[config.mk]
export PLATFORM = sky130hd
export DESIGN_NAME = tsc_fifo
export DESIGN_NICKNAME = d
export VERILOG_FILES = /design/src/tsc_pkg.sv /design/src/tsc_fifo.sv
export SDC_FILE = /design/constraint.sdc
export NUM_CORES = 1
export LEC_CHECK = 0
export ABC_AREA = 1
export BUFFER_PORTS_ARGS = -buffer_cell sky130_fd_sc_hd__buf_2
export CORE_ASPECT_RATIO = 1.75
export CORE_UTILIZATION = 40
export CTS_CLUSTER_DIAMETER = 80
export DETAILED_ROUTE_END_ITERATION = 7
export PLACE_DENSITY = 0.66
export SETUP_SLACK_MARGIN = 0.02
export SYNTH_ARGS = -nofsm -noshare
export SYNTH_HDL_FRONTEND = slang
export SYNTH_SLANG_ARGS = --single-unit
[constraint.sdc]
create_clock -name i_clk -period 2.95 [get_ports i_clk]
set_input_delay 0.295 -clock i_clk [delete_from_list [all_inputs] [get_ports i_clk]]
set_output_delay 0.295 -clock i_clk [all_outputs]
set_load 0.005 [all_outputs]
[src/tsc_pkg.sv]
// Shared types, constants and codes for the text screen console writer.
package tsc_pkg;

    localparam int COLUMNS      = 80;
    localparam int SCROLL_ROW   = 24;
    localparam int SCREEN_CELLS = COLUMNS * (SCROLL_ROW + 1);
    localparam int CELL_W       = $clog2(SCREEN_CELLS + 1);
    localparam int ADDR_W       = $clog2(SCREEN_CELLS);
    localparam int COL_W        = $clog2(COLUMNS);
    localparam int ROW_W        = $clog2(SCROLL_ROW + 2);
    localparam int MOVE_FIRST   = COLUMNS;
    localparam int MOVE_LAST    = SCROLL_ROW * COLUMNS - 1;
    localparam int CLEAR_END    = SCROLL_ROW * COLUMNS;

    localparam int CODE_W = 9;
    localparam int BYTE_W = 8;
    localparam int DATA_W = 16;

    localparam int QDEPTH = 2;
    localparam int QPTR_W = $clog2(QDEPTH);
    localparam int QCNT_W = $clog2(QDEPTH + 1);

    localparam logic [CODE_W-1:0] CODE_NEWLINE   = 9'h00A;
    localparam logic [CODE_W-1:0] CODE_BACKSPACE = 9'h100;
    localparam logic [CODE_W-1:0] CODE_UP        = 9'h0E2;
    localparam logic [CODE_W-1:0] CODE_DOWN      = 9'h0E3;
    localparam logic [CODE_W-1:0] CODE_LEFT      = 9'h0E4;
    localparam logic [CODE_W-1:0] CODE_RIGHT     = 9'h0E5;

    localparam logic [BYTE_W-1:0] BYTE_BS    = 8'h08;
    localparam logic [BYTE_W-1:0] BYTE_SPACE = 8'h20;
    localparam logic [BYTE_W-1:0] BYTE_ESC   = 8'h1B;
    localparam logic [BYTE_W-1:0] BYTE_CSI   = 8'h5B;
    localparam logic [BYTE_W-1:0] BYTE_UP    = 8'h41;
    localparam logic [BYTE_W-1:0] BYTE_DOWN  = 8'h42;
    localparam logic [BYTE_W-1:0] BYTE_RIGHT = 8'h43;
    localparam logic [BYTE_W-1:0] BYTE_LEFT  = 8'h44;

    localparam logic [BYTE_W-1:0] ATTR_RESET = 8'h07;

    localparam logic [1:0] LAST_ONE   = 2'd0;
    localparam logic [1:0] LAST_THREE = 2'd2;

    typedef enum logic [2:0] {
        OP_READ,
        OP_CHAR,
        OP_NEWLINE,
        OP_BACKSPACE,
        OP_LEFT,
        OP_RIGHT
    } t_op;

    typedef struct packed {
        t_op                          op;
        logic [BYTE_W-1:0]            ch;
        logic [CELL_W-1:0]            addr;
        logic                         ser_valid;
        logic [2:0][BYTE_W-1:0]       ser;
        logic [1:0]                   last_idx;
    } t_cmd;

    typedef enum logic [3:0] {
        S_CLEAR,
        S_IDLE,
        S_RDWAIT,
        S_CHECK,
        S_MOVE,
        S_MVEND,
        S_WIPE,
        S_SPACE,
        S_EMIT
    } t_state;

endpackage

[src/tsc_fifo.sv]
// Short command queue between the front end and the screen engine.
module tsc_fifo (
    input  logic               i_clk,
    input  logic               i_rst_n,
    input  logic               i_push_valid,
    output logic               o_push_ready,
    input  tsc_pkg::t_cmd      i_push_data,
    output logic               o_pop_valid,
    input  logic               i_pop_ready,
    output tsc_pkg::t_cmd      o_pop_data
);
    import tsc_pkg::*;

    t_cmd              r_mem [QDEPTH];
    logic [QPTR_W-1:0] r_wp, n_wp;
    logic [QPTR_W-1:0] r_rp, n_rp;
    logic [QCNT_W-1:0] r_cnt, n_cnt;
    logic              push, pop;

    assign o_push_ready = r_cnt != QCNT_W'(QDEPTH);
    assign o_pop_valid  = r_cnt != '0;
    assign o_pop_data   = r_mem[r_rp];
    assign push         = i_push_valid && o_push_ready;
    assign pop          = o_pop_valid && i_pop_ready;

    always_comb begin
        n_wp  = r_wp;
        n_rp  = r_rp;
        n_cnt = r_cnt;
        if (push) begin
            n_wp = (r_wp == QPTR_W'(QDEPTH - 1)) ? '0 : r_wp + QPTR_W'(1);
        end
        if (pop) begin
            n_rp = (r_rp == QPTR_W'(QDEPTH - 1)) ? '0 : r_rp + QPTR_W'(1);
        end
        if (push && !pop) begin
            n_cnt = r_cnt + QCNT_W'(1);
        end else if (pop && !push) begin
            n_cnt = r_cnt - QCNT_W'(1);
        end
    end

    always_ff @(posedge i_clk) begin
        if (!i_rst_n) begin
            r_wp  <= '0;
            r_rp  <= '0;
            r_cnt <= '0;
        end else begin
            r_wp  <= n_wp;
            r_rp  <= n_rp;
            r_cnt <= n_cnt;
        end
    end

    always_ff @(posedge i_clk) begin
        if (push) begin
            r_mem[r_wp] <= i_push_data;
        end
    end

endmodule

==> results.md <==
- CTS clk-pin slew, worst paths: approximately 0.06 ns
- Count of different cell masters after synthesis: 16
- Multi-input gate area in the final layout: between 700 and 800 sq um
- Type of the worst min-delay path: primary input to flop
- Flop and latch count out of synthesis: about 100
- Cell type with the largest total area after synthesis: sky130_fd_sc_hd__edfxtp_1
- Average wire per standard cell: 16.0 microns
- Detail Placement HPWL: between 4000 and 5000 microns
- Worst slew pin tran: 0.670 ns
- Initial Util: 41.8%
- Post-cts gate resize count: 0
- Top fanout value on the critical path: 29
- Max Transition Viols Final: 0
- Number of nets with antenna violations after routing: 0
- Net count after synthesis: 243
- Hold buffer count at CTS: 0
- Final setup vio count: 0
- Leading cell types by total area after synthesis: sky130_fd_sc_hd__edfxtp_1 (77%), sky130_fd_sc_hd__mux2_2 (11%), sky130_fd_sc_hd__mux2_4 (3.9%)
- Floorplan core area: a little over 0.009 sq mm
- Final antenna diode count: 0
- Post-route DRC: 0
- Aggregate global-route resource usage: 14.7%
- Horizontal die dimension: roughly 76 microns
- Filler Cell Count: roughly 760
- Power density cells: ~800 mW/mm^2
- Leading cell type by number of instances after synthesis: sky130_fd_sc_hd__edfxtp_1
- Synth top area share: about 77%
- Via-per-instance ratio: 4.74
- Post-CTS Setup Bufs: 0
- Synth-to-Final Area Change: 24.2%
- Number of enable flip-flop cells after synthesis: slightly below 100
- Vias in the first global route: 2133
- Sequential area share after synthesis: between 70% and 80%
- Async S/R FF share, synth: 0%
- Global-route wire length before repair: ~10000 microns
- Synth Cell Area: approximately 0.0038 sq mm
- Number of DRC markers after the initial detailed-route iteration: 116
- TritonRoute pass-1 iters: 4
- Die Height: around 130 microns
- Largest net degree at the start of global routing: 50
- Initial antenna violation count: 0
- Fraction of layout instances using a drive strength above 1: between 50% and 60%
- Buffer levels on the longest clock path: 2
- Crit path kind: flop to output port
- Mean instance size in the synthesized netlist: between 20 and 25 sq um
- Outcome: finished, final reports clean
- Critical path data required time: ~2.7 ns
- Total Routed Length: around 6800 microns
- Final number of hold-violating endpoints: 0
- Leakage power figure: around 0.0018 uW
- Max capacitance violation total: 0
- Tmin final: 2.12 ns
- Number of clock buffers inserted by TritonCTS: 9
- Gp weighted congestion: between 0.6 and 0.7
- Maximum clock frequency: 471 MHz
- Num ports: 104
- Kind of start point of the critical path: flop
- Hold_ws: roughly 0.15 ns
- Share of the cycle needed by the critical path after routing: between 70% and 80%
- Arrival time at the worst endpoint: around 1.8 ns
- Clock latency at the later pin of the worst-skew pair: 0.33 ns
- Die ar.: ~0.01 sq mm
- Total number of yosys warnings: 0
- Dominant synthesized flop cell: sky130_fd_sc_hd__edfxtp_1
- Routed via count: approximately 2000
- Headroom to the max-slew limit: 55.4%
- CTS H-Tree Depth: 3
- Global route total overflow: 0
- Net count, final: 355
- Cells after Synth: between 150 and 200
- Port-buffer cells: around 100
- CP Capture Type: output port
- Worst Skew: about 0.0033 ns
- RSZ-0062 raised after global routing: no
- Number of clock sinks: about 100
- Clock Root Buffer: sky130_fd_sc_hd__clkbuf_16
- Area used by sequential logic in the layout: between 0.003 and 0.004 sq mm
- Clock tree from TritonCTS: done
- Top cells by count, synth: sky130_fd_sc_hd__edfxtp_1 (98), sky130_fd_sc_hd__mux2_2 (39), sky130_fd_sc_hd__mux2_4 (10), sky130_fd_sc_hd__nand2_1 (9)
- Number of rows in the core area: between 40 and 50
- Accumulated negative setup slack: 0 ns
- Maximum VDD drop: 535 uV
[kinds of logic after synthesis]
family,synth area share [%]
flops,79.6
mux,15.4
simple gates,1.96
buf+inv,2.06
compound gates,0.589
fa+ha+maj,0.327
[cell usage in the layout (no fill, tap or decap), types with 4 or more instances in the layout]
cell / Yosys / layout
sky130_fd_sc_hd__clkbuf_16: 0 / 9
sky130_fd_sc_hd__inv_1: 8 / 8
sky130_fd_sc_hd__mux2_4: 10 / 10
sky130_fd_sc_hd__nor2_1: 8 / 6
sky130_fd_sc_hd__dfxtp_1: 5 / 4
sky130_fd_sc_hd__buf_2: 0 / 103
sky130_fd_sc_hd__mux2_2: 39 / 39
sky130_fd_sc_hd__nand2_1: 9 / 9
sky130_fd_sc_hd__edfxtp_1: 98 / 98
[final timing paths]
kind              cells after the start  slack, ns                     end                   from
setup / recovery                      3       0.83          o_pop_data[33]                   flop
hold / removal                        1       0.15   r_mem[0][7]$_DFFE_PP_         i_push_data[7]
setup reg to reg                      5       1.23  r_mem[1][39]$_DFFE_PP_  r_cnt[0]$_SDFFE_PN0P_
hold reg to reg                       2       0.52       r_rp$_SDFFE_PN0P_      r_rp$_SDFFE_PN0P_
[critical path, stage by stage, from the launching register on]
cell,delay [ns]
sky130_fd_sc_hd__dfxtp_2,0.70
sky130_fd_sc_hd__buf_12,0.28
sky130_fd_sc_hd__mux2_2,0.38
sky130_fd_sc_hd__buf_2,0.13
[routing by layer]
metal  vias to the layer above  wire length, microns  share of wire, %  global-route usage, %
met5                         -                     0                 0                      0
met4                         0                   302               4.4                   10.4
met3                        20                   360               5.3                   2.99
met2                        64                  3800                56                   25.1
met1                       992                  2360                35                   15.3
li1                        944                     -                 -                      -
[area by class of cell]
| cell class | instances | share of cell area [%] |
|---|---|---|
| Clock buffer | 11 | 4.90 |
| Clock inverter | 5 | 0.527 |
| Inverter | 8 | 0.633 |
| Multi-Input combinational cell | 73 | 15.1 |
| Sequential cell | 103 | 64.1 |
| Tap cell | 120 | 3.16 |
| Timing Repair Buffer | 106 | 11.6 |
[stage by stage]
step | instances | setup slack (ns) | utilization, % | total power (uW) | cell area, sq um
2_1_floorplan | 189 | -0.152 | - | 2480 | 3820
3_3_place_gp | 410 | 1.16 | 49.1 | 2800 | 4490
3_5_place_dp | 410 | 1.15 | 49.1 | 2820 | 4490
4_1_cts | 426 | 0.778 | 51.9 | 3840 | 4750
5_1_grt | 426 | 0.719 | 51.9 | 4000 | 4750
6_report | 426 | 0.826 | 51.9 | 3790 | 4750
[flip-flops by register name, summed over array words and instances, names as in the netlist, named ones only]
signal  flops
r_cnt       2
r_wp        1
r_mem      98
r_rp        1
[report_power, final]
group	switching, uW	total, uW	internal (uW)	leakage [uW]
registers	89.3	1940	1850	0.000956
clock network	459	1020	563	0.000124
logic	399	829	430	0.000727
total	947	3790	2840	0.00181
(Power assumes the default switching activity.)
