## src/tsc_pkg.sv

```systemverilog
// Shared types, constants and codes for the text screen console writer.
package tsc_pkg;

    localparam int COLUMNS      = 80;
    localparam int SCROLL_ROW   = 24;
    localparam int SCREEN_CELLS = COLUMNS * (SCROLL_ROW + 1);
    localparam int CELL_W       = $clog2(SCREEN_CELLS + 1);
    localparam int ADDR_W       = $clog2(SCREEN_CELLS);
    localparam int COL_W        = $clog2(COLUMNS);
    localparam int ROW_W        = $clog2(SCROLL_ROW + 2);
    localparam int MOVE_FIRST   = COLUMNS;
    localparam int MOVE_LAST    = SCROLL_ROW * COLUMNS - 1;
    localparam int CLEAR_END    = SCROLL_ROW * COLUMNS;

    localparam int CODE_W = 9;
    localparam int BYTE_W = 8;
    localparam int DATA_W = 16;

    localparam int QDEPTH = 2;
    localparam int QPTR_W = $clog2(QDEPTH);
    localparam int QCNT_W = $clog2(QDEPTH + 1);

    localparam logic [CODE_W-1:0] CODE_NEWLINE   = 9'h00A;
    localparam logic [CODE_W-1:0] CODE_BACKSPACE = 9'h100;
    localparam logic [CODE_W-1:0] CODE_UP        = 9'h0E2;
    localparam logic [CODE_W-1:0] CODE_DOWN      = 9'h0E3;
    localparam logic [CODE_W-1:0] CODE_LEFT      = 9'h0E4;
    localparam logic [CODE_W-1:0] CODE_RIGHT     = 9'h0E5;

    localparam logic [BYTE_W-1:0] BYTE_BS    = 8'h08;
    localparam logic [BYTE_W-1:0] BYTE_SPACE = 8'h20;
    localparam logic [BYTE_W-1:0] BYTE_ESC   = 8'h1B;
    localparam logic [BYTE_W-1:0] BYTE_CSI   = 8'h5B;
    localparam logic [BYTE_W-1:0] BYTE_UP    = 8'h41;
    localparam logic [BYTE_W-1:0] BYTE_DOWN  = 8'h42;
    localparam logic [BYTE_W-1:0] BYTE_RIGHT = 8'h43;
    localparam logic [BYTE_W-1:0] BYTE_LEFT  = 8'h44;

    localparam logic [BYTE_W-1:0] ATTR_RESET = 8'h07;

    localparam logic [1:0] LAST_ONE   = 2'd0;
    localparam logic [1:0] LAST_THREE = 2'd2;

    typedef enum logic [2:0] {
        OP_READ,
        OP_CHAR,
        OP_NEWLINE,
        OP_BACKSPACE,
        OP_LEFT,
        OP_RIGHT
    } t_op;

    typedef struct packed {
        t_op                          op;
        logic [BYTE_W-1:0]            ch;
        logic [CELL_W-1:0]            addr;
        logic                         ser_valid;
        logic [2:0][BYTE_W-1:0]       ser;
        logic [1:0]                   last_idx;
    } t_cmd;

    typedef enum logic [3:0] {
        S_CLEAR,
        S_IDLE,
        S_RDWAIT,
        S_CHECK,
        S_MOVE,
        S_MVEND,
        S_WIPE,
        S_SPACE,
        S_EMIT
    } t_state;

endpackage

```

## src/tsc_if.sv

```systemverilog
// Valid/ready channel interfaces: put items, results and attribute writes.
interface tsc_put_if;
    import tsc_pkg::*;
    logic                valid;
    logic                ready;
    logic                kind;
    logic [CODE_W-1:0]   char_code;
    logic [CELL_W-1:0]   cell_address;
    modport source (output valid, kind, char_code, cell_address, input ready);
    modport sink   (input valid, kind, char_code, cell_address, output ready);
endinterface


```

## src/tsc_front.sv

```systemverilog
// Front end: accepts put/read transactions and decodes them into commands.
module tsc_front (
    tsc_put_if.sink            i_put,
    input  logic               i_clearing,
    output logic               o_push_valid,
    input  logic               i_push_ready,
    output tsc_pkg::t_cmd      o_push_data
);
    import tsc_pkg::*;

    t_cmd cmd;

    assign i_put.ready  = i_push_ready && !i_clearing;
    assign o_push_valid = i_put.valid && !i_clearing;
    assign o_push_data  = cmd;

    always_comb begin
        cmd           = '0;
        cmd.ch        = i_put.char_code[BYTE_W-1:0];
        cmd.addr      = i_put.cell_address;
        cmd.ser_valid = 1'b1;
        cmd.ser[0]    = i_put.char_code[BYTE_W-1:0];
        cmd.last_idx  = LAST_ONE;
        cmd.op        = OP_CHAR;
        if (i_put.kind) begin
            cmd.op        = OP_READ;
            cmd.ser_valid = 1'b0;
            cmd.ser[0]    = '0;
        end else begin
            case (i_put.char_code)
                CODE_NEWLINE: begin
                    cmd.op = OP_NEWLINE;
                end
                CODE_BACKSPACE: begin
                    cmd.op       = OP_BACKSPACE;
                    cmd.ser[0]   = BYTE_BS;
                    cmd.ser[1]   = BYTE_SPACE;
                    cmd.ser[2]   = BYTE_BS;
                    cmd.last_idx = LAST_THREE;
                end
                CODE_LEFT: begin
                    cmd.op       = OP_LEFT;
                    cmd.ser[0]   = BYTE_ESC;
                    cmd.ser[1]   = BYTE_CSI;
                    cmd.ser[2]   = BYTE_LEFT;
                    cmd.last_idx = LAST_THREE;
                end
                CODE_RIGHT: begin
                    cmd.op       = OP_RIGHT;
                    cmd.ser[0]   = BYTE_ESC;
                    cmd.ser[1]   = BYTE_CSI;
                    cmd.ser[2]   = BYTE_RIGHT;
                    cmd.last_idx = LAST_THREE;
                end
                CODE_UP: begin
                    cmd.ser[0]   = BYTE_ESC;
                    cmd.ser[1]   = BYTE_CSI;
                    cmd.ser[2]   = BYTE_UP;
                    cmd.last_idx = LAST_THREE;
                end
                CODE_DOWN: begin
                    cmd.ser[0]   = BYTE_ESC;
                    cmd.ser[1]   = BYTE_CSI;
                    cmd.ser[2]   = BYTE_DOWN;
                    cmd.last_idx = LAST_THREE;
                end
                default: begin
                    cmd.op = OP_CHAR;
                end
            endcase
        end
    end

endmodule

```

## src/flat_wrapper.sv

```systemverilog
// flat-port wrapper written by rule: the top's interface ports become plain ports
module tsc_front_flat import tsc_pkg::*;
  (i_clearing, o_push_valid, i_push_ready, o_push_data, i_put_valid, i_put_kind, i_put_char_code, i_put_cell_address, i_put_ready);
  tsc_put_if i_put_i ();
  input  logic i_clearing;
  output logic o_push_valid;
  input  logic i_push_ready;
  output tsc_pkg::t_cmd o_push_data;
  input wire logic [$bits(i_put_i.valid)-1:0] i_put_valid;
  input wire logic [$bits(i_put_i.kind)-1:0] i_put_kind;
  input wire logic [$bits(i_put_i.char_code)-1:0] i_put_char_code;
  input wire logic [$bits(i_put_i.cell_address)-1:0] i_put_cell_address;
  output wire logic [$bits(i_put_i.ready)-1:0] i_put_ready;
  assign i_put_i.valid = i_put_valid;
  assign i_put_i.kind = i_put_kind;
  assign i_put_i.char_code = i_put_char_code;
  assign i_put_i.cell_address = i_put_cell_address;
  assign i_put_ready = i_put_i.ready;
  tsc_front u_core (.i_put(i_put_i), .i_clearing(i_clearing), .o_push_valid(o_push_valid), .i_push_ready(i_push_ready), .o_push_data(o_push_data));
endmodule
```

## config.mk

```make
export PLATFORM = sky130hd
export DESIGN_NAME = tsc_front_flat
export DESIGN_NICKNAME = d
export VERILOG_FILES = /design/src/tsc_pkg.sv /design/src/tsc_if.sv /design/src/tsc_front.sv /design/src/flat_wrapper.sv
export SDC_FILE = /design/constraint.sdc
export NUM_CORES = 1
export LEC_CHECK = 0
export BUFFER_PORTS_ARGS = -buffer_cell sky130_fd_sc_hd__buf_2
export CORE_MARGIN = 3
export CORE_UTILIZATION = 28
export DETAILED_ROUTE_END_ITERATION = 8
export PLACE_DENSITY_LB_ADDON = 0.3
export SLEW_MARGIN = 0
export SYNTH_ARGS = -nofsm -noshare
export SYNTH_HDL_FRONTEND = slang
export SYNTH_SLANG_ARGS = --single-unit
```

## constraint.sdc

```tcl
create_clock -name vclk -period 0.9
set_clock_uncertainty 0.1 [all_clocks]
set_input_delay 0 -clock vclk [all_inputs]
set_output_delay 0 -clock vclk [all_outputs]
set_load 0.1 [all_outputs]
```

==> flow_summary_export.csv, run 1 <==
group,metric,value,unit
outcome,outcome,"did not finish",
outcome,haltStage,"global routing",
outcome,error_line,"[ERROR DPL-0033] detailed placement checks failed during check placement.",
synthesis,syn_area,498,um^2
synthesis,ys_warn_count,0,
clock_network,cts_setup_buffers,0,
synthesis,syn_area_per_cell,6.64,um^2
placement,dpl_cell_area,1430,um^2
floorplanning,die_h,48.2,um
placement,hpwlAfterDp,2220,um
floorplanning,ios,75,
global_route,grt_antenna_before_repair,0,
placement,gp_congestion,0.794,
synthesis,syn_inst,75,
floorplanning,num_rows,14,
timing,worst-ep-kind,"output port",
synthesis,ys_seq_area_frac,0,
placement,numPortBuffers,47,
floorplanning,dieWidth,48.2,um
floorplanning,start_util,0.312,
global_route,grt_start_max_net_pins,8,
synthesis,synth_cell_types,24,
timing,crit_endpoint,"o_push_data[5]",
what timing repair did:
item                       4_1_cts
resized for setup               16
pin swaps                       13
setup endpoints to repair       23
hold endpoints to repair        11
logic make-up after synthesis:
family	share of synthesized area
simple gates	0.337
buf+inv	0.515
compound gates	0.123
xor+xnor	0.0176
other cells	0.00753
synth_stat cells:
cell type | n | area (um^2)
clkbuf_1 | 1 | 3.75
nor4_2 | 1 | 12.5
xor2_1 | 1 | 8.76
nand3b_1 | 1 | 7.51
nor2b_1 | 3 | 18.8
a211oi_1 | 1 | 7.51
inv_1 | 4 | 15.0
buf_4 | 31 | 233
nand2_1 | 3 | 11.3
buf_2 | 1 | 5.00
and4_1 | 2 | 17.5
o221a_2 | 1 | 11.3
nand3_2 | 1 | 10.0
and3b_1 | 1 | 8.76
a21oi_1 | 4 | 20.0
nand2b_1 | 2 | 12.5
nor2_1 | 5 | 18.8
o211a_1 | 1 | 10.0
nor3_1 | 5 | 25.0
conb_1 | 1 | 3.75
nand4_1 | 1 | 6.26
and3_1 | 1 | 6.26
a31oi_1 | 2 | 12.5
and4bb_2 | 1 | 12.5
through the flow:
| step | cells | TNS [ns] | setup slack (ns) | hold slack [ns] | util |
|---|---|---|---|---|---|
| after CTS | 139 | -6.07 | -0.306 | -0.0993 | 0.945 |
| after detailed placement | 139 | -7.24 | -0.384 | -0.0993 | 0.898 |
| after floorplan | 80 | -11.15 | -0.698 | 0.000697 | - |
| after global placement | 139 | -6.27 | -0.346 | -0.0993 | 0.898 |
==> inputs of run 2 (changes only) <==
--- a/config.mk
+++ b/config.mk
@@ -6,10 +6,10 @@
 export NUM_CORES = 1
 export LEC_CHECK = 0
 export BUFFER_PORTS_ARGS = -buffer_cell sky130_fd_sc_hd__buf_2
-export CORE_MARGIN = 3
-export CORE_UTILIZATION = 28
+export CORE_AREA = 3 3 64 66
 export DETAILED_ROUTE_END_ITERATION = 8
-export PLACE_DENSITY_LB_ADDON = 0.3
+export DIE_AREA = 0 0 67 69
+export PLACE_DENSITY_LB_ADDON = 0.15
 export SLEW_MARGIN = 0
 export SYNTH_ARGS = -nofsm -noshare
 export SYNTH_HDL_FRONTEND = slang
==> constraint.sdc (replaced) <==
create_clock -name vclk -period 1.2
set_clock_uncertainty 0.1 [all_clocks]
set_input_delay 0 -clock vclk [all_inputs]
set_output_delay 0 -clock vclk [all_outputs]
set_load 0.1 [all_outputs]
==> flow_summary_export.csv, run 2 <==
group,metric,value,unit
outcome,outcome,"finished with violations",
outcome,violations,"hold timing",
critical_path,crit_arrival,1.09,ns
floorplanning,die_h,69,um
timing,tns,0,ns
critical_path,end_kind,"primary output",
critical_path,crit_start,"i_put_char_code[2]",
synthesis,yosysTopAreaCell,"buf_4",
critical_path,endpoint,"o_push_data[5]",
synthesis,synthTopCellsByArea,"buf_4 47%, nor3_1 5.0%, a21oi_1 4.0%",
floorplanning,ios,75,
timing,slew_violations,0,
floorplanning,num_rows,22,
timing,setup_slack,0.00747,ns
floorplanning,core,3630,um^2
final_layout,syn_to_final_growth,170,%
route,wire_per_inst,12.1,um
global_route,grt_start_max_net_pins,14,
global_route,grt.total_usage,0.0853,
final_layout,utilization,0.370,
placement,dp_worst_setup_slack,-0.148,ns
final_layout,n_clock_buffer,0,
placement,gp_congestion,0.737,
placement,dp_cells,159,
synthesis,yosysMostFrequentCell,"buf_4",
job,cap_violations,0,
timing,period_share,0.994,
critical_path,start_kind,"primary input",
synthesis,netlist.area_leader.share,0.467,
global_route,grt_pass1_vias,669,
synthesis,synth_cell_types,24,
floorplanning,start_util,0.137,
final_layout,antennaDiodeCount,0,
placement,hpwlAfterDp,1650,um
timing,setup_viol,0,
synthesis,synth.top_cells.by_count,"31 x buf_4, 5 x nor2_1, 5 x nor3_1",
critical_path,worstPathMaxFanout,2,
critical_path,worstSetupPathType,"primary input to primary output",
floorplanning,die_area,4620,um^2
route,drcViolationCount,0,
route,via_count,619,
timing,fmax,0.839,GHz
synthesis,syn_inst,75,
timing,rsz0062_at_grt,"yes",
final_layout,seq_cells,0,
global_route,grt_pass1_wl,3250,um
final_layout,fin_nets,141,
hold_path,min_path_cells,0,
timing,finalHoldViolCount,11,
timing,hold_ws,-0.100,ns
final_layout,final_common_cell,"buf_12",
synthesis,syn_area_per_cell,6.64,um^2
route,drt_iter0_drc,13,
route,avgViaCountPerCell,3.80,
global_route,grt_antenna_before_repair,0,
placement,dpl_cell_area,1200,um^2
final_layout,design_area,1350,um^2
power,power_density,488,nW/um^2
synthesis,ys_warn_count,0,
final_layout,drive_above_1_share,0.843,
global_route,overflow,0,
placement,numPortBuffers,47,
power,power_leakage,0.585,nW
final_layout,final_cells,163,
final_layout,seqCellArea,0,um^2
power,irDropWorstVdd,278,uV
final_layout,final_cell_mix,"23 x buf_12, 19 x buf_2, 19 x buf_4",
synthesis,syn_area,498,um^2
route,drtAntennaViolNets,0,
floorplanning,dieWidth,67,um
timing,fin_crit,1.19,ns
critical_path,cp.required,1.10,ns
hold_path,hp-class,"primary input to primary output",
synthesis,ys_seq_area_frac,0,
route,routed_wl,1980,um
route,dr.pass1.iters,4,
[run 2: cell counts after synthesis]
No cell type changed its count.
[run 2: final cells by class]
type / count / area [um^2]
fillers: 388 / 2290
repair buffers: 67 / 790
multi-input cells: 44 / 477
well taps: 48 / 60.1
inverters: 4 / 18.8
[run 2: kinds of logic (layout without fill, tap and decap cells)]
logic type      Yosys count  after routing  synth area share
simple gates             27             28             0.337
xor+xnor                  1              1            0.0176
compound gates            9              9             0.123
buf+inv                  37             71             0.515
other cells               1              6           0.00753
[run 2: timing repair]
item	CTS	global route
endpoints found under the setup margin	23	15
pin swaps	6	8
resized for setup	21	3
cloned	1	0
buffers inserted	3	0
hold endpoints to repair	11	11
[run 2: layer usage]
metal  GRT usage  up-vias  share of wire
met4     0.00901        0         0.0061
met3      0.0195        6           0.10
met1       0.116      278           0.42
li1            -      299              -
met2       0.140       36           0.48
met5           0        -              0
[run 2: critical path: stages]
cell	delay [ns]
buf_8	0.10
nor4_4	0.27
nand4_1	0.17
buf_4	0.20
a31oi_4	0.15
buf_12	0.19
[run 2: worst min-delay path by stage]
stage | startpoint | to
2_1_floorplan | i_put_kind | o_push_data[47]
3_3_place_gp | i_put_cell_address[1] | o_push_data[28]
3_5_place_dp | i_put_cell_address[1] | o_push_data[28]
6_report | i_put_cell_address[5] | o_push_data[32]
4_1_cts | i_put_cell_address[1] | o_push_data[28]
5_1_grt | i_put_cell_address[7] | o_push_data[34]
[run 2: stage by stage]
step / total power [W] / hold WS, ns
after floorplan: 0.000648 / 0.00730
after global placement: 0.000617 / -0.0993
after detailed placement: 0.000619 / -0.0993
after CTS: 0.000659 / -0.0993
after global routing: 0.000679 / -0.0999
final: 0.000657 / -0.100
[run 2: where the power goes]
group	switching (W)	internal [W]	leakage [nW]	total (W)
clock network	0	0	0	0
logic	0.000478	0.000179	0.585	0.000657
registers	0	0	0	0
total	0.000478	0.000179	0.585	0.000657
Power figures use the tool's default switching activity.
==> inputs of run 3 (changes only) <==
==> constraint.sdc (replaced) <==
create_clock -name vclk -period 1.2
set_clock_uncertainty 0.1 [all_clocks]
set_input_delay 0 -clock vclk [all_inputs]
set_output_delay 0 -clock vclk [all_outputs]
set_load 0.01 [all_outputs]
==> flow_summary_export.csv, run 3 (same netlist as run 2, synthesis figures left out) <==
group,metric,value,unit
final_layout,utilization,0.199,
hold_path,hp-class,"primary input to primary output",
hold_path,min_path_cells,2,
global_route,overflow,0,
timing,rsz0062_at_grt,"no",
final_layout,drive_above_1_share,0.519,
route,drcViolationCount,0,
route,via_count,576,
timing,hold_ws,0.146,ns
placement,numPortBuffers,47,
floorplanning,core,3630,um^2
hold_path,min_to,"o_push_data[44]",
floorplanning,start_util,0.137,
global_route,grt_start_max_net_pins,14,
power,power_leakage,0.392,nW
route,routed_wl,1730,um
floorplanning,die_area,4620,um^2
final_layout,final_common_cell,"buf_2",
floorplanning,dieWidth,67,um
final_layout,fin_nets,134,
floorplanning,ios,75,
timing,setup_viol,0,
timing,fin_crit,1.13,ns
global_route,grt_pass1_wl,2460,um
final_layout,n_clock_buffer,0,
timing,period_share,0.945,
route,dr.pass1.iters,4,
timing,finalHoldViolCount,0,
floorplanning,num_rows,22,
route,drt_iter0_drc,7,
global_route,grt_pass1_vias,483,
power,finalPower,0.000208,W
global_route,grt_antenna_before_repair,0,
floorplanning,die_h,69,um
final_layout,antennaDiodeCount,0,
critical_path,worstPathMaxFanout,5,
timing,slew_violations,0,
route,wire_per_inst,11.1,um
final_layout,syn_to_final_growth,45.2,%
outcome,outcome,"complete, no violations",
power,power_density,287,nW/um^2
global_route,grt.total_usage,0.0656,
hold_path,hold_path_startpoint,"i_put_char_code[6]",
critical_path,crit_arrival,1.03,ns
critical_path,end_kind,"primary output",
clock_network,cts_setup_buffers,0,
placement,gp_congestion,0.700,
route,avgViaCountPerCell,3.69,
placement,hpwlAfterDp,1450,um
job,cap_violations,0,
timing,fmax,0.882,GHz
critical_path,start_kind,"primary input",
final_layout,seq_cells,0,
critical_path,cp.required,1.10,ns
power,irDropWorstVdd,98.1,uV
critical_path,worstSetupPathType,"primary input to primary output",
route,drtAntennaViolNets,0,
final_layout,final_cell_mix,"47 x buf_2, 11 x dlygate4sd3_1, 6 x conb_1",
final_layout,seqCellArea,0,um^2
-- run 3: how the worst max path moves through the flow --
stage / endpoint / startpoint / cells after the start / slack, ns
after detailed placement: o_push_data[24] / i_put_char_code[4] / 5 / -0.03
after floorplan: o_push_data[11] / i_put_char_code[1] / 5 / 0.09
final: o_push_data[46] / i_put_char_code[4] / 5 / 0.07
after global routing: o_push_data[46] / i_put_char_code[2] / 5 / 0.009
after CTS: o_push_data[8] / i_put_char_code[4] / 5 / 0.03
after global placement: o_push_data[11] / i_put_char_code[4] / 5 / 0.004
-- run 3: area by class of cell --
class | count | area, um^2
Inverter | 4 | 15.0
Tap cell | 48 | 60.1
Fill cell | 431 | 2910
Timing Repair Buffer | 61 | 368
Multi-Input combinational cell | 43 | 280
-- run 3: power breakdown --
part / internal, W / switching [W] / leakage, nW / total [W]
clock: 0 / 0 / 0 / 0
combinational: 0.0000917 / 0.000116 / 0.392 / 0.000208
sequential: 0 / 0 / 0 / 0
-- run 3: stage by stage --
stage | instance area, um^2 | TNS, ns | cells | worst slack (ns)
3_5_place_dp | 593 | -0.168 | 145 | -0.0302
4_1_cts | 706 | 0 | 156 | 0.0291
6_report | 723 | 0 | 156 | 0.0660
5_1_grt | 723 | 0 | 156 | 0.00882
3_3_place_gp | 593 | 0 | 145 | 0.00415
2_1_floorplan | 517 | 0 | 80 | 0.0880
-- run 3: worst max-delay path, stage by stage --
cell and delay (ns):
buf_2 0.13, and4bb_2 0.35, nand2_1 0.14, o221a_2 0.28, buf_2 0.14
-- run 3: layer usage --
metal  part of all wire  GRT usage  vias up
met1               0.44     0.0947      248
met3               0.12    0.00814        0
met5                  0          0        -
li1                   -          -      285
met2               0.45      0.109       43
met4                  0          0        0
-- run 3: timing repair --
item	CTS	global route
hold endpoints to repair	11	0
hold buffers	11	0
setup endpoints to repair	6	11
gates cloned	0	0
gates resized for setup	1	3
pin swaps	0	3
==> inputs of run 4 (changes only) <==
--- a/config.mk
+++ b/config.mk
@@ -10,6 +10,7 @@
 export DETAILED_ROUTE_END_ITERATION = 8
 export DIE_AREA = 0 0 67 69
 export PLACE_DENSITY_LB_ADDON = 0.15
+export RECOVER_POWER = 50
 export SLEW_MARGIN = 0
 export SYNTH_ARGS = -nofsm -noshare
 export SYNTH_HDL_FRONTEND = slang
==> flow_summary_export.csv, run 4 (same netlist as run 2, synthesis figures left out) <==
group,metric,value,unit
timing,setup_viol,0,
timing,period_share,0.946,
power,power_density,285,nW/um^2
power,p_int,0.0000865,W
route,dr.pass1.iters,4,
timing,hold_ws,0.139,ns
route,via_count,573,
placement,numPortBuffers,47,
final_layout,design_area,709,um^2
power,irDropWorstVdd,92.8,uV
critical_path,start_kind,"primary input",
route,drtAntennaViolNets,0,
final_layout,n_clock_buffer,0,
final_layout,syn_to_final_growth,42.5,%
final_layout,seqCellArea,0,um^2
global_route,grt_antenna_before_repair,0,
timing,tns,0,ns
placement,dp_worst_setup_slack,-0.0302,ns
critical_path,path_buf_inv,2,
critical_path,crit_arrival,1.03,ns
power,power_frac_clock,0,
floorplanning,num_rows,22,
floorplanning,start_util,0.137,
critical_path,cp.required,1.10,ns
floorplanning,dieWidth,67,um
placement,gp_congestion,0.700,
placement,dpl_cell_area,593,um^2
floorplanning,die_area,4620,um^2
critical_path,end_kind,"primary output",
final_layout,fin_nets,134,
global_route,grt_pass1_wl,2460,um
global_route,grt.total_usage,0.0656,
final_layout,antennaDiodeCount,0,
timing,slew_violations,0,
final_layout,seq_cells,0,
power,power_leakage,0.365,nW
power,seq_power_share,0,
critical_path,worstPathMaxFanout,5,
job,cap_violations,0,
critical_path,worstSetupPathType,"primary input to primary output",
final_layout,final_common_cell,"buf_2",
power,pwr-share-comb,1.000,
timing,fin_crit,1.13,ns
floorplanning,ios,75,
critical_path,path_cells,"buf_2 -> and4bb_2 -> nand2_1 -> o221a_2 -> buf_2",
route,drcViolationCount,0,
critical_path,slowest_delay,0.35,ns
timing,fmax,0.881,GHz
route,drt_iter0_drc,6,
outcome,outcome,"complete, no violations",
hold_path,hp-class,"primary input to primary output",
critical_path,path_delay_family,"simple AND/OR/NAND/NOR gates",
floorplanning,core,3630,um^2
global_route,grt_pass1_vias,483,
final_layout,final_cell_mix,"39 x buf_2, 11 x dlygate4sd3_1, 9 x clkbuf_1",
power,finalPower,0.000202,W
critical_path,critPathMostFrequentCell,"buf_2",
route,wire_per_inst,11.1,um
power,netSwitchingFraction,0.573,
global_route,overflow,0,
critical_path,crit_slowest_cell,"and4bb_2",
final_layout,drive_above_1_share,0.435,
global_route,grt_start_max_net_pins,14,
route,avgViaCountPerCell,3.67,
timing,rsz0062_at_grt,"no",
power,power.switching,0.000116,W
timing,setup_slack,0.0651,ns
floorplanning,die_h,69,um
timing,finalHoldViolCount,0,
placement,hpwlAfterDp,1450,um
route,routed_wl,1740,um
-- run 4: tightest hold or removal path: stages --
cell and delay [ns]:
buf_2 0.09, nor2b_1 0.04, clkbuf_1 0.12
-- run 4: per-stage QoR --
step / std cells / util
after floorplan: 80 / -
after global placement: 145 / 0.163
final: 156 / 0.195
after detailed placement: 145 / 0.163
after CTS: 156 / 0.194
after global routing: 156 / 0.195
-- run 4: routing by layer --
metal	vias up	GRT usage	wire length [um]
met3	0	0.00814	206
met1	245	0.0947	758
met2	43	0.109	772
met4	0	0	0
met5	-	0	0
li1	285	-	-
-- run 4: what timing repair did --
item,in CTS,in global routing
endpoints found under the hold margin,11,0
setup endpoints to repair,6,11
pin swaps,0,3
resized for setup,1,3
cloned,0,0
hold buffers,11,0
buffers inserted,0,0
-- run 4: worst paths after layout --
kind,start,endpoint,slack (ns),depth (start not counted)
worst max-delay path,i_put_char_code[4],o_push_data[46],0.07,5
worst min-delay path,i_clearing,i_put_ready,0.14,3
-- run 4: layout make-up --
class	count	area, um^2
inverter	4	15.0
fill	438	2920
timing repair buffer	61	354
tap	48	60.1
multi-input combinational	43	280
-- run 4: power groups by stage --
stage	Sequential, W	Clock, W	Combinational (W)
final	0	0	0.000202
after global routing	0	0	0.000223
after CTS	0	0	0.000206
after detailed placement	0	0	0.000164
after global placement	0	0	0.000163
after floorplan	0	0	0.000149
